### config.mk
export PLATFORM = sky130hd
export DESIGN_NAME = hsv_to_rgb_converter
export DESIGN_NICKNAME = d
export VERILOG_FILES = /design/src/design/hsvrgb_pkg.sv /design/src/design/hsvrgb_prep.sv /design/src/design/hsvrgb_chroma.sv /design/src/design/hsvrgb_mix.sv /design/src/design/hsv_to_rgb_converter.sv
export SDC_FILE = /design/constraint.sdc
export NUM_CORES = 2
export LEC_CHECK = 0
export CORE_UTILIZATION = 55
export CTS_CLUSTER_SIZE = 28
export DETAILED_ROUTE_END_ITERATION = 6
export DONT_BUFFER_PORTS = 1
export PLACE_DENSITY_LB_ADDON = 0.15
export SKIP_CTS_REPAIR_TIMING = 1
export SLEW_MARGIN = 20
export SYNTH_ARGS = -nofsm -noshare
export SYNTH_HDL_FRONTEND = slang
export SYNTH_HIERARCHICAL = 1
export SYNTH_SLANG_ARGS = --single-unit
### constraint.sdc
create_clock -name clk -period 8.6 [get_ports clk]
set_clock_uncertainty 0.1 [all_clocks]
set_input_delay 1.72 -clock clk [delete_from_list [all_inputs] [get_ports clk]]
set_output_delay 1.72 -clock clk [all_outputs]
set_load 0.02 [all_outputs]
### src/design/hsvrgb_pkg.sv
package hsvrgb_pkg;

  // Hue ranges in hundredths of a degree.
  localparam logic [15:0] HUE_TURN   = 16'd36000;
  localparam logic [15:0] HUE_SECTOR = 16'd6000;

  localparam logic [9:0]  SAT_FULL   = 10'd1000;

  // Divisors left after the powers of two are taken out of 2^16/1000,
  // 2^16/10^6 and 2^16/6000.
  localparam logic [7:0]  DIV_V = 8'd125;
  localparam logic [13:0] DIV_C = 14'd15625;
  localparam logic [8:0]  DIV_F = 9'd375;

  // floor(2^32 / divisor); the estimate is low by at most one.
  localparam logic [25:0] RECIP_V = 26'd34359738;
  localparam logic [18:0] RECIP_C = 19'd274877;
  localparam logic [23:0] RECIP_F = 24'd11453246;

  // Fixed-point values with 16 fractional bits; up to 67043 for V and C.
  localparam int unsigned Q_W = 17;

  typedef enum logic [2:0] {
    SEC_RED_YELLOW,
    SEC_YELLOW_GREEN,
    SEC_GREEN_CYAN,
    SEC_CYAN_BLUE,
    SEC_BLUE_MAGENTA,
    SEC_MAGENTA_RED
  } sector_t;

  typedef struct packed {
    logic [15:0] hue_centideg;
    logic [9:0]  saturation_permille;
    logic [9:0]  brightness_permille;
  } hsvrgb_in_t;

  typedef struct packed {
    logic [7:0] red;
    logic [7:0] green;
    logic [7:0] blue;
  } hsvrgb_out_t;

  typedef struct packed {
    sector_t          sector;
    logic [12:0]      hue_offset;
    logic [Q_W-1:0]   frac_est;
    logic [19:0]      sv_prod;
    logic [Q_W-1:0]   chroma_est;
    logic [Q_W-1:0]   value_q;
  } hsvrgb_prep_t;

  typedef struct packed {
    sector_t          sector;
    logic [Q_W-1:0]   chroma_q;
    logic [Q_W-1:0]   x_q;
    logic [Q_W-1:0]   offset_q;
  } hsvrgb_chroma_t;

endpackage

### src/design/hsvrgb_prep.sv
module hsvrgb_prep (
  input  logic                     clk,
  input  logic                     rst_n,
  input  logic                     up_valid,
  input  hsvrgb_pkg::hsvrgb_in_t   up_data,
  output logic                     up_ready,
  output logic                     dn_valid,
  output hsvrgb_pkg::hsvrgb_prep_t dn_data,
  input  logic                     dn_ready
);
  import hsvrgb_pkg::*;

  logic s1_valid_r, s2_valid_r, s3_valid_r;
  logic rdy1, rdy2, rdy3;

  logic [15:0] s1_hue_r, hue_nxt;
  logic [9:0]  s1_sat_r, sat_nxt;
  logic [9:0]  s1_bri_r;

  sector_t        s2_sector_r, sector_nxt;
  logic [12:0]    s2_offset_r, offset_nxt;
  logic [19:0]    s2_sv_r, sv_nxt;
  logic [Q_W-1:0] s2_vest_r, vest_nxt;
  logic [9:0]     s2_bri_r;
  logic [15:0]    sector_base;
  logic [12:0]    raw_offset;
  logic [35:0]    vprod;

  hsvrgb_prep_t s3_data_r, s3_nxt;
  logic [36:0]  fprod;
  logic [38:0]  cprod;
  logic [23:0]  vback, vrem;

  assign rdy3     = !s3_valid_r || dn_ready;
  assign rdy2     = !s2_valid_r || rdy3;
  assign rdy1     = !s1_valid_r || rdy2;
  assign up_ready = rdy1;

  // Stage 1: reduce the hue to one turn and clamp the saturation.
  always_comb begin
    hue_nxt = (up_data.hue_centideg >= HUE_TURN) ?
              (up_data.hue_centideg - HUE_TURN) : up_data.hue_centideg;
    sat_nxt = (up_data.saturation_permille > SAT_FULL) ?
              SAT_FULL : up_data.saturation_permille;
  end

  // Stage 2: sector search, offset inside the sector, and the first products.
  always_comb begin
    if (s1_hue_r >= HUE_SECTOR * 16'd5) begin
      sector_nxt  = SEC_MAGENTA_RED;
      sector_base = HUE_SECTOR * 16'd5;
    end else if (s1_hue_r >= HUE_SECTOR * 16'd4) begin
      sector_nxt  = SEC_BLUE_MAGENTA;
      sector_base = HUE_SECTOR * 16'd4;
    end else if (s1_hue_r >= HUE_SECTOR * 16'd3) begin
      sector_nxt  = SEC_CYAN_BLUE;
      sector_base = HUE_SECTOR * 16'd3;
    end else if (s1_hue_r >= HUE_SECTOR * 16'd2) begin
      sector_nxt  = SEC_GREEN_CYAN;
      sector_base = HUE_SECTOR * 16'd2;
    end else if (s1_hue_r >= HUE_SECTOR) begin
      sector_nxt  = SEC_YELLOW_GREEN;
      sector_base = HUE_SECTOR;
    end else begin
      sector_nxt  = SEC_RED_YELLOW;
      sector_base = 16'd0;
    end
    raw_offset = 13'(s1_hue_r - sector_base);
    // Odd sectors run the ramp downward.
    if (sector_nxt == SEC_YELLOW_GREEN || sector_nxt == SEC_CYAN_BLUE ||
        sector_nxt == SEC_MAGENTA_RED) begin
      offset_nxt = HUE_SECTOR[12:0] - raw_offset;
    end else begin
      offset_nxt = raw_offset;
    end
    sv_nxt   = 20'(s1_sat_r) * 20'(s1_bri_r);
    vprod    = 36'(s1_bri_r) * 36'(RECIP_V);
    vest_nxt = vprod[35:19];
  end

  // Stage 3: reciprocal estimates for hue fraction and chroma; finish V.
  always_comb begin
    fprod = 37'(s2_offset_r) * 37'(RECIP_F);
    cprod = 39'(s2_sv_r) * 39'(RECIP_C);
    vback = 24'(s2_vest_r) * 24'(DIV_V);
    vrem  = 24'({s2_bri_r, 13'd0}) - vback;
    s3_nxt.sector     = s2_sector_r;
    s3_nxt.hue_offset = s2_offset_r;
    s3_nxt.frac_est   = fprod[36:20];
    s3_nxt.sv_prod    = s2_sv_r;
    s3_nxt.chroma_est = cprod[38:22];
    s3_nxt.value_q    = (vrem >= 24'(DIV_V)) ? (s2_vest_r + 17'd1) : s2_vest_r;
  end

  always_ff @(posedge clk) begin
    if (!rst_n) begin
      s1_valid_r <= 1'b0;
      s2_valid_r <= 1'b0;
      s3_valid_r <= 1'b0;
    end else begin
      if (rdy1) s1_valid_r <= up_valid;
      if (rdy2) s2_valid_r <= s1_valid_r;
      if (rdy3) s3_valid_r <= s2_valid_r;
    end
  end

  always_ff @(posedge clk) begin
    if (rdy1) begin
      s1_hue_r <= hue_nxt;
      s1_sat_r <= sat_nxt;
      s1_bri_r <= up_data.brightness_permille;
    end
    if (rdy2) begin
      s2_sector_r <= sector_nxt;
      s2_offset_r <= offset_nxt;
      s2_sv_r     <= sv_nxt;
      s2_vest_r   <= vest_nxt;
      s2_bri_r    <= s1_bri_r;
    end
    if (rdy3) begin
      s3_data_r <= s3_nxt;
    end
  end

  assign dn_valid = s3_valid_r;
  assign dn_data  = s3_data_r;

`ifndef NO_ASSERTIONS
  a_offset_range: assert property (@(posedge clk) disable iff (!rst_n)
    s2_valid_r |-> s2_offset_r <= HUE_SECTOR[12:0])
    else $error("hue offset exceeds one sector");
  a_value_bound: assert property (@(posedge clk) disable iff (!rst_n)
    s3_valid_r |-> s3_data_r.value_q <= 17'd67043)
    else $error("brightness quotient out of range");
  a_hue_reduced: assert property (@(posedge clk) disable iff (!rst_n)
    s1_valid_r |-> s1_hue_r < HUE_TURN)
    else $error("hue not reduced to one turn");
`endif

endmodule

### src/design/hsvrgb_chroma.sv
module hsvrgb_chroma (
  input  logic                       clk,
  input  logic                       rst_n,
  input  logic                       up_valid,
  input  hsvrgb_pkg::hsvrgb_prep_t   up_data,
  output logic                       up_ready,
  output logic                       dn_valid,
  output hsvrgb_pkg::hsvrgb_chroma_t dn_data,
  input  logic                       dn_ready
);
  import hsvrgb_pkg::*;

  logic s4_valid_r, s5_valid_r;
  logic rdy4, rdy5;

  sector_t        s4_sector_r;
  logic [Q_W-1:0] s4_frac_r, frac_nxt;
  logic [Q_W-1:0] s4_c_r, c_nxt;
  logic [Q_W-1:0] s4_v_r;
  logic [24:0]    fback, frem;
  logic [29:0]    cback, crem;

  hsvrgb_chroma_t s5_data_r, s5_nxt;
  logic [33:0]    xprod;

  assign rdy5     = !s5_valid_r || dn_ready;
  assign rdy4     = !s4_valid_r || rdy5;
  assign up_ready = rdy4;

  // Stage 4: one correction step turns each estimate into the exact quotient.
  always_comb begin
    fback    = 25'(up_data.frac_est) * 25'(DIV_F);
    frem     = 25'({up_data.hue_offset, 12'd0}) - fback;
    frac_nxt = (frem >= 25'(DIV_F)) ? (up_data.frac_est + 17'd1) : up_data.frac_est;
    cback    = 30'(up_data.chroma_est) * 30'(DIV_C);
    crem     = 30'({up_data.sv_prod, 10'd0}) - cback;
    c_nxt    = (crem >= 30'(DIV_C)) ? (up_data.chroma_est + 17'd1) : up_data.chroma_est;
  end

  // Stage 5: X = C * F and the offset m = V - C.
  always_comb begin
    xprod            = 34'(s4_c_r) * 34'(s4_frac_r);
    s5_nxt.sector    = s4_sector_r;
    s5_nxt.chroma_q  = s4_c_r;
    s5_nxt.x_q       = xprod[32:16];
    s5_nxt.offset_q  = s4_v_r - s4_c_r;
  end

  always_ff @(posedge clk) begin
    if (!rst_n) begin
      s4_valid_r <= 1'b0;
      s5_valid_r <= 1'b0;
    end else begin
      if (rdy4) s4_valid_r <= up_valid;
      if (rdy5) s5_valid_r <= s4_valid_r;
    end
  end

  always_ff @(posedge clk) begin
    if (rdy4) begin
      s4_sector_r <= up_data.sector;
      s4_frac_r   <= frac_nxt;
      s4_c_r      <= c_nxt;
      s4_v_r      <= up_data.value_q;
    end
    if (rdy5) begin
      s5_data_r <= s5_nxt;
    end
  end

  assign dn_valid = s5_valid_r;
  assign dn_data  = s5_data_r;

`ifndef NO_ASSERTIONS
  a_chroma_le_value: assert property (@(posedge clk) disable iff (!rst_n)
    s4_valid_r |-> s4_c_r <= s4_v_r)
    else $error("chroma exceeds brightness");
  a_frac_range: assert property (@(posedge clk) disable iff (!rst_n)
    s4_valid_r |-> s4_frac_r <= 17'd65536)
    else $error("hue fraction above one");
  a_x_le_chroma: assert property (@(posedge clk) disable iff (!rst_n)
    s5_valid_r |-> s5_data_r.x_q <= s5_data_r.chroma_q)
    else $error("intermediate component exceeds chroma");
`endif

endmodule

### src/design/hsvrgb_mix.sv
module hsvrgb_mix (
  input  logic                       clk,
  input  logic                       rst_n,
  input  logic                       up_valid,
  input  hsvrgb_pkg::hsvrgb_chroma_t up_data,
  output logic                       up_ready,
  output logic                       dn_valid,
  output hsvrgb_pkg::hsvrgb_out_t    dn_data,
  input  logic                       dn_ready
);
  import hsvrgb_pkg::*;

  logic           out_valid_r;
  hsvrgb_out_t    out_data_r, out_nxt;
  logic [Q_W-1:0] part_r, part_g, part_b;

  // q * 255 / 2^16, truncated, clipped to eight bits.
  function automatic logic [7:0] scale_comp(input logic [Q_W-1:0] q);
    logic [24:0] prod;
    prod = {q, 8'd0} - 25'(q);
    return (prod[24:16] > 9'd255) ? 8'd255 : prod[23:16];
  endfunction

  always_comb begin
    case (up_data.sector)
      SEC_RED_YELLOW: begin
        part_r = up_data.chroma_q; part_g = up_data.x_q;      part_b = '0;
      end
      SEC_YELLOW_GREEN: begin
        part_r = up_data.x_q;      part_g = up_data.chroma_q; part_b = '0;
      end
      SEC_GREEN_CYAN: begin
        part_r = '0;               part_g = up_data.chroma_q; part_b = up_data.x_q;
      end
      SEC_CYAN_BLUE: begin
        part_r = '0;               part_g = up_data.x_q;      part_b = up_data.chroma_q;
      end
      SEC_BLUE_MAGENTA: begin
        part_r = up_data.x_q;      part_g = '0;               part_b = up_data.chroma_q;
      end
      default: begin
        part_r = up_data.chroma_q; part_g = '0;               part_b = up_data.x_q;
      end
    endcase
    out_nxt.red   = scale_comp(part_r + up_data.offset_q);
    out_nxt.green = scale_comp(part_g + up_data.offset_q);
    out_nxt.blue  = scale_comp(part_b + up_data.offset_q);
  end

  assign up_ready = !out_valid_r || dn_ready;

  always_ff @(posedge clk) begin
    if (!rst_n) begin
      out_valid_r <= 1'b0;
    end else if (up_ready) begin
      out_valid_r <= up_valid;
    end
  end

  always_ff @(posedge clk) begin
    if (up_ready) begin
      out_data_r <= out_nxt;
    end
  end

  assign dn_valid = out_valid_r;
  assign dn_data  = out_data_r;

`ifndef NO_ASSERTIONS
  a_black_at_zero: assert property (@(posedge clk) disable iff (!rst_n)
    (up_valid && up_ready && up_data.chroma_q == '0 && up_data.offset_q == '0)
      |=> (out_data_r.red == 8'd0 && out_data_r.green == 8'd0 &&
           out_data_r.blue == 8'd0))
    else $error("zero brightness did not give black");
  a_load_sets_valid: assert property (@(posedge clk) disable iff (!rst_n)
    (up_valid && up_ready) |=> out_valid_r)
    else $error("loaded result not marked valid");
  a_hold_on_stall: assert property (@(posedge clk) disable iff (!rst_n)
    (out_valid_r && !dn_ready) |=> out_valid_r)
    else $error("stalled result dropped");
`endif

endmodule

### src/design/hsv_to_rgb_converter.sv
// Channel   Direction  Handshake            Payload
// in_       input      in_valid / in_stall  hsvrgb_in_t  (hue, saturation, brightness)
// out_      output     out_valid / out_stall hsvrgb_out_t (red, green, blue)
//
// Six register stages: hue reduction, sector search with first products,
// reciprocal estimates, quotient correction, X = C * F, and the final
// placement and scaling into the output register. One transaction per
// cycle is accepted while in_stall is low; each stage holds while its
// successor is full and stalled, so empty stages still fill during a stall.
// Reset (rst_n low, synchronous) clears only the stage valid bits.
module hsv_to_rgb_converter (
  input  logic                    clk,
  input  logic                    rst_n,
  input  logic                    in_valid,
  output logic                    in_stall,
  input  hsvrgb_pkg::hsvrgb_in_t  in_data,
  output logic                    out_valid,
  input  logic                    out_stall,
  output hsvrgb_pkg::hsvrgb_out_t out_data
);
  import hsvrgb_pkg::*;

  logic           prep_ready;
  logic           prep_valid, chroma_ready;
  hsvrgb_prep_t   prep_data;
  logic           chroma_valid, mix_ready;
  hsvrgb_chroma_t chroma_data;

  hsvrgb_prep u_prep (
    .clk      (clk),
    .rst_n    (rst_n),
    .up_valid (in_valid),
    .up_data  (in_data),
    .up_ready (prep_ready),
    .dn_valid (prep_valid),
    .dn_data  (prep_data),
    .dn_ready (chroma_ready)
  );

  hsvrgb_chroma u_chroma (
    .clk      (clk),
    .rst_n    (rst_n),
    .up_valid (prep_valid),
    .up_data  (prep_data),
    .up_ready (chroma_ready),
    .dn_valid (chroma_valid),
    .dn_data  (chroma_data),
    .dn_ready (mix_ready)
  );

  hsvrgb_mix u_mix (
    .clk      (clk),
    .rst_n    (rst_n),
    .up_valid (chroma_valid),
    .up_data  (chroma_data),
    .up_ready (mix_ready),
    .dn_valid (out_valid),
    .dn_data  (out_data),
    .dn_ready (!out_stall)
  );

  assign in_stall = !prep_ready;

`ifndef NO_ASSERTIONS
  a_stall_needs_full: assert property (@(posedge clk) disable iff (!rst_n)
    in_stall |-> (out_valid && out_stall))
    else $error("input stalled while the output is free");
  a_no_stall_when_empty: assert property (@(posedge clk) disable iff (!rst_n)
    !out_valid |-> !in_stall)
    else $error("input stalled with an empty output register");
  a_reset_clears: assert property (@(posedge clk)
    !rst_n |=> !out_valid)
    else $error("output valid after reset");
`endif

endmodule
# After elaboration in Yosys (flattened, before gate mapping)
# Cells that the tools add are included.
# W data, S select, Z words.
dict set report op_classes {
  add_sub_neg 16
  multipliers 8
  magnitude_cmp 13
  n_eq_ne 7
  n_mux 18
  reduce_logical 23
}
# cell count
set ops {}
lappend ops {{$pmux W17 S2} 3}
lappend ops {{$mux W13} 6}
lappend ops {{$sub A25 B17 Y25} 3}
lappend ops {{$add A17 B1 Y17 const B} 3}
lappend ops {{$add A17 B17 Y17} 3}
lappend ops {{$mux W17} 3}
lappend ops {{$ge A16 B15 Y1 const B} 3}
lappend ops {{$mul A20 B19 Y39 const B} 1}
lappend ops {{$mul A13 B23 Y36 const B} 1}
lappend ops {{$mul A10 B25 Y35 const B} 1}
lappend ops {{$mul A17 B17 Y33} 1}
lappend ops {{$ge A30 B14 Y1 const B} 1}
lappend ops {{$mul A17 B14 Y30 const B} 1}
lappend ops {{$sub A30 B30 Y30} 1}
lappend ops {{$gt A9 B8 Y1 const B} 3}
lappend ops {{$ge A25 B9 Y1 const B} 1}
lappend ops {{$mul A17 B9 Y25 const B} 1}
lappend ops {{$sub A25 B25 Y25} 1}
lappend ops {{$ge A24 B7 Y1 const B} 1}
lappend ops {{$mul A17 B7 Y24 const B} 1}
lappend ops {{$sub A23 B24 Y24} 1}
lappend ops {{$mul A10 B10 Y20} 1}
lappend ops {{$sub A17 B17 Y17} 1}
lappend ops {{$ge A16 B13 Y1 const B} 1}
lappend ops {{16 further kinds} 42}
dict set report word_totals {
  ff_bits 324
  inputBits 40
  out_inout_bits 26
  elab_cells 116
}

# Depth between registers and ports, before layout
dict set report depth {
  depth_word 10
  depth_mapped 26
}

# Cells and area by module
# Netlist, hierarchy kept.
# module n_inst cells_each area_each_um2 seq_area_each_um2
set by_module_without_submodules {}
lappend by_module_without_submodules {hsvrgb_prep 1 2670 27990.6 5645.4}
lappend by_module_without_submodules {hsvrgb_chroma 1 2354 23123.4 3283.1}
lappend by_module_without_submodules {hsvrgb_mix 1 577 4808.4 740.7}
lappend by_module_without_submodules {hsv_to_rgb_converter 1 2 7.5 0.0}

# Worst setup path after synthesis
# OpenSTA, ideal clock, no wires.
dict set report synth_timing {
  path_kind {input -> output}
  from {in out_stall}
  to {out in_stall}
  t_arrival_ns 5.636
  required_time_ns 6.780
  path_slack_ns 1.144
  stages 7
  path_cell_list {inv_1 > nand2b_1 > nor2b_1 > nand2_1 > nor2b_1 > nand3_1 > inv_1}
}
dict set report synth_via {
  elab_chain_len 8
}
# element line
set synth_lines {}
lappend synth_lines {{from (decl)} hsv_to_rgb_converter.sv:18} ;# input logic out_stall,
lappend synth_lines {{$logic_not A1 Y1} hsv_to_rgb_converter.sv:59} ;# .dn_ready (!out_stall)
lappend synth_lines {{$logic_or A1 B1 Y1} hsvrgb_mix.sv:50} ;# assign up_ready = !out_valid_r || dn_ready;
lappend synth_lines {{net mix_ready} hsv_to_rgb_converter.sv:26} ;# logic chroma_valid, mix_ready;
lappend synth_lines {{$logic_or A1 B1 Y1} hsvrgb_chroma.sv:26} ;# assign rdy5 = !s5_valid_r || dn_ready;
lappend synth_lines {{$logic_or A1 B1 Y1} hsvrgb_chroma.sv:27} ;# assign rdy4 = !s4_valid_r || rdy5;
lappend synth_lines {{net chroma_ready} hsv_to_rgb_converter.sv:24} ;# logic prep_valid, chroma_ready;
lappend synth_lines {{$logic_or A1 B1 Y1} hsvrgb_prep.sv:34} ;# assign rdy3 = !s3_valid_r || dn_ready;
lappend synth_lines {{$logic_or A1 B1 Y1} hsvrgb_prep.sv:35} ;# assign rdy2 = !s2_valid_r || rdy3;
lappend synth_lines {{$logic_or A1 B1 Y1} hsvrgb_prep.sv:36} ;# assign rdy1 = !s1_valid_r || rdy2;
lappend synth_lines {{net prep_ready} hsv_to_rgb_converter.sv:23} ;# logic prep_ready;
lappend synth_lines {{$logic_not A1 Y1} hsv_to_rgb_converter.sv:62} ;# assign in_stall = !prep_ready;
lappend synth_lines {{to (decl)} hsv_to_rgb_converter.sv:15} ;# output logic in_stall,
# The timed path passes the listed nets, and every way through them passes these cells.

# Worst setup path after layout
dict set report layout_timing {
  from {reg u_prep.s3_data_r, in the netlist u_prep/dn_data[19]}
  to {reg u_chroma.s4_c_r[5] (data pin)}
}
dict set report layout_via {
  elab_chain_len 4
  word_cells_on_any_way 5
  cone_classes {2 x add/sub; 1 x mul; 1 x order compare; 1 x mux}
}
# element line
set layout_lines {}
lappend layout_lines {{from (decl)} hsvrgb_prep.sv:29} ;# hsvrgb_prep_t s3_data_r, s3_nxt;
lappend layout_lines {{from (signal assigned)} hsvrgb_prep.sv:121} ;# s3_data_r <= s3_nxt;
lappend layout_lines {{$mul A17 B14 Y30} hsvrgb_chroma.sv:35} ;# cback = 30'(up_data.chroma_est) * 30'(DIV_C);
lappend layout_lines {{$sub A30 B30 Y30} hsvrgb_chroma.sv:36} ;# crem = 30'({up_data.sv_prod, 10'd0}) - cback;
lappend layout_lines {{$ge A30 B14 Y1} hsvrgb_chroma.sv:37} ;# c_nxt = (crem >= 30'(DIV_C)) ? (up_data.chroma_est + 17'd1) : up_data.chroma_est;
lappend layout_lines {{$mux W17 (*)} hsvrgb_chroma.sv:37}
lappend layout_lines {{net u_chroma.c_nxt[5]} hsvrgb_chroma.sv:18} ;# logic [Q_W-1:0] s4_c_r, c_nxt;
lappend layout_lines {{to (signal assigned)} hsvrgb_chroma.sv:63} ;# s4_c_r <= c_nxt;
lappend layout_lines {{to (decl)} hsvrgb_chroma.sv:18}
# Mark *: on every way through the listed nets, which the timed path passes. The rest lies on a longest branch.
# A chain may end at the register's enable or synchronous reset.

==> flow_summary.json <==
{
  "start_util": 0.557,
  "cts_num_sinks": 324,
  "netlist_area_mm2": 0.0559,
  "first_pass_iters": 5,
  "slew_violations": 0,
  "synth_seq_cells": 324,
  "slowest_stage": "edfxtp_1",
  "wire_per_inst_um": 17.2,
  "dp_hpwl_mm": 98.8,
  "avgSynthCellArea_um2": 9.98,
  "reg2reg_slack_ps": 750,
  "synth_cells": 5603,
  "drc": 0,
  "grt-ovfl-total": 0,
  "r2r_cells": 21,
  "fmax_mhz": 127,
  "ys_top_cells_by_count": "1375 x inv_1, 941 x ha_1, 808 x fa_1",
  "gp_congestion": 0.898,
  "drv_cap": 0,
  "vias": 37100,
  "hold_start": "u_prep/dn_data[8]$_DFFE_PP_",
  "synth_cell_type_count": 115,
  "grt_pass1_vias": 38800,
  "drt-total-wl_mm": 120,
  "rr_endpoint": "u_chroma/s4_c_r[5]$_DFFE_PP_",
  "synthArstFlopShare": 0,
  "fp-row-count": 116,
  "grt_pass1_wl_mm": 200,
  "die_w_um": 321,
  "slew_headroom": 0.316,
  "grt.busiest_layer": "met2",
  "path_max_fanout": 16,
  "met3_usage": 0.0205,
  "cts_tree": "yes",
  "seqCellArea_mm2": 0.00967,
  "io_pins": 66,
  "end_kind": "flip-flop",
  "portBuffers": 0,
  "ant_nets": 0,
  "hp-class": "flip-flop to flip-flop",
  "outcome": "finished clean",
  "grt_max_degree": 72,
  "multi_input_area_mm2": 0.0407,
  "use_met2": 0.420,
  "synth.largest_area_cell": "fa_1",
  "fillers": 8778,
  "drive_gt1_frac": 0.0299,
  "tns_ps": 0,
  "antenna_found_initial": 2,
  "path_common_cell": "fa_1",
  "clk_pin_slew_ps": 60,
  "viasPerCell": 5.34,
  "clock_latency_ps": 600,
  "reg2reg_from": "u_prep/dn_data[19]$_DFFE_PP_",
  "cp_cell_sequence": "inv_1, fa_1, fa_1, inv_1, fa_1, fa_1, fa_1, fa_1, inv_1, ha_1, nand4_1, or3_1, o221ai_1, o21ai_0, a211oi_1, nand4_1, nor4bb_1, nand4_1, buf_4, nand4_1, xnor2_1",
  "crit_arrival_ps": 8070,
  "cp-start-kind": "flip-flop",
  "dieArea_mm2": 0.103,
  "cpPeakStageDelay_ps": 590,
  "gr-usage-all-layers": 0.242,
  "fin_crit_sh": 0.913,
  "syn_to_final_growth_pct": 5.08,
  "cts_max_level": 2,
  "final_hold_viol_count": 0,
  "synth_top_area_frac": 0.289,
  "diodes": 0,
  "crit_type": "flip-flop to flip-flop",
  "grtUsageMet1": 0.329,
  "drtIter0Drc": 1822,
  "synth_enable_flop_cells": 318,
  "chipHeight_um": 321,
  "coreArea_mm2": 0.100,
  "nets": 7349,
  "synth_nets": 7392,
  "yosysMostFrequentCell": "inv_1",
  "holdPathStages": 0,
  "cp.required_ps": 8820,
  "cts-buffers-inserted": 41,
  "netlist_top_cells_area": "fa_1 29%, ha_1 21%, edfxtp_1 17%",
  "yosysSeqAreaShare": 0.173,
  "synth_flop_cell": "edfxtp_1",
  "period_needed_ps": 7850,
  "clock-root-buffer": "clkbuf_16",
  "clock_path_buffers": 3,
  "tightestPinTransition_ps": 1030,
  "hold_end": "u_chroma/s4_v_r[8]$_DFFE_PP_",
  "ys_warn_count": 6,
  "final-setup-viol-count": 0,
  "rsz0062_at_grt": "no"
}
## kinds of logic (layout without fill, tap and decap cells)
logic type,after synthesis,in the layout,synth area share
xor gates and xnor gates,237,237,0.0378
and+or+nand+nor,1096,1096,0.0983
AOI/OAI and AO/OA,699,699,0.0884
adders and majority gates,1749,1749,0.500
buffers and inverters,1480,1469,0.0996
muxes,18,18,0.00336
DFF,324,324,0.173
## metal layers
metal	vias to the layer above	share of wire
met2	588	0.49
li1	18000	-
met1	18400	0.45
met5	-	0
met3	155	0.032
met4	0	0.022
## cell usage in the layout (no fill, tap or decap), drive strengths merged, types with 17 or more instances in the layout
master  instances
buf            18
nor2          168
fa            808
o21a           33
xnor2         168
a21oi         167
nor3           46
a21o           71
ha            941
inv          1378
nor2b          46
clkbuf         52
o31ai          17
nand3          70
a21boi         17
and3           32
and2          152
o21ai         122
a31oi          23
or3            28
edfxtp        318
o211ai         27
nand4          35
nand2         407
a22o           49
a211oi         29
nand2b         29
xor2           68
## state kept, by name, summed over array words and instances, names as in the netlist, 13 cells and up
name and cells:
u_chroma/dn_data 54, u_chroma/s4_c_r 17, u_chroma/s4_frac_r 17, u_chroma/s4_v_r 17
u_mix/dn_data 24, u_prep/dn_data 87, u_prep/s1_hue_r 16, u_prep/s2_offset_r 13
u_prep/s2_sv_r 20, u_prep/s2_vest_r 17
## how the worst max path moves through the flow
stage / start / end / slack, ps
floorplan: out_stall / in_stall / 1140
global route: u_prep/dn_data[21]$_DFFE_PP_ / u_chroma/s4_c_r[5]$_DFFE_PP_ / 280
finish: u_prep/dn_data[19]$_DFFE_PP_ / u_chroma/s4_c_r[5]$_DFFE_PP_ / 750
global placement: u_prep/dn_data[19]$_DFFE_PP_ / u_chroma/s4_c_r[5]$_DFFE_PP_ / 940
CTS: u_prep/dn_data[19]$_DFFE_PP_ / u_chroma/s4_c_r[5]$_DFFE_PP_ / 810
detailed placement: u_prep/dn_data[19]$_DFFE_PP_ / u_chroma/s4_c_r[5]$_DFFE_PP_ / 840
## critical path: cells and delay by family (launching register included)
family	cells	cell delay [ps]
compound gates	3	810
xor+xnor	1	80
simple gates	6	1690
buf+inv	4	730
fa+ha+maj	7	3560
flops	1	590
## metrics by stage
stage	worst slack [ps]	hold slack (ps)	cells	instance area, µm²	utilization
floorplan	1140	300	5603	55900	-
global placement	944	301	6874	57400	0.571
detailed placement	835	305	6874	57400	0.571
CTS	808	319	6949	58800	0.585
global route	276	326	6949	58800	0.585
finish	751	318	6949	58800	0.585
## area by class of cell
class                   count  share of cell area
clock buffers              52              0.0190
clock inverters            23             0.00483
inverters                1376              0.0879
multi-input cells        3799               0.693
flip-flops and latches    324               0.165
well taps                1357              0.0289
repair buffers             18             0.00230
Power is left out: the tool's default activity adds up to more than one toggle a clock period on the data nets, which glitch-free logic cannot reach.
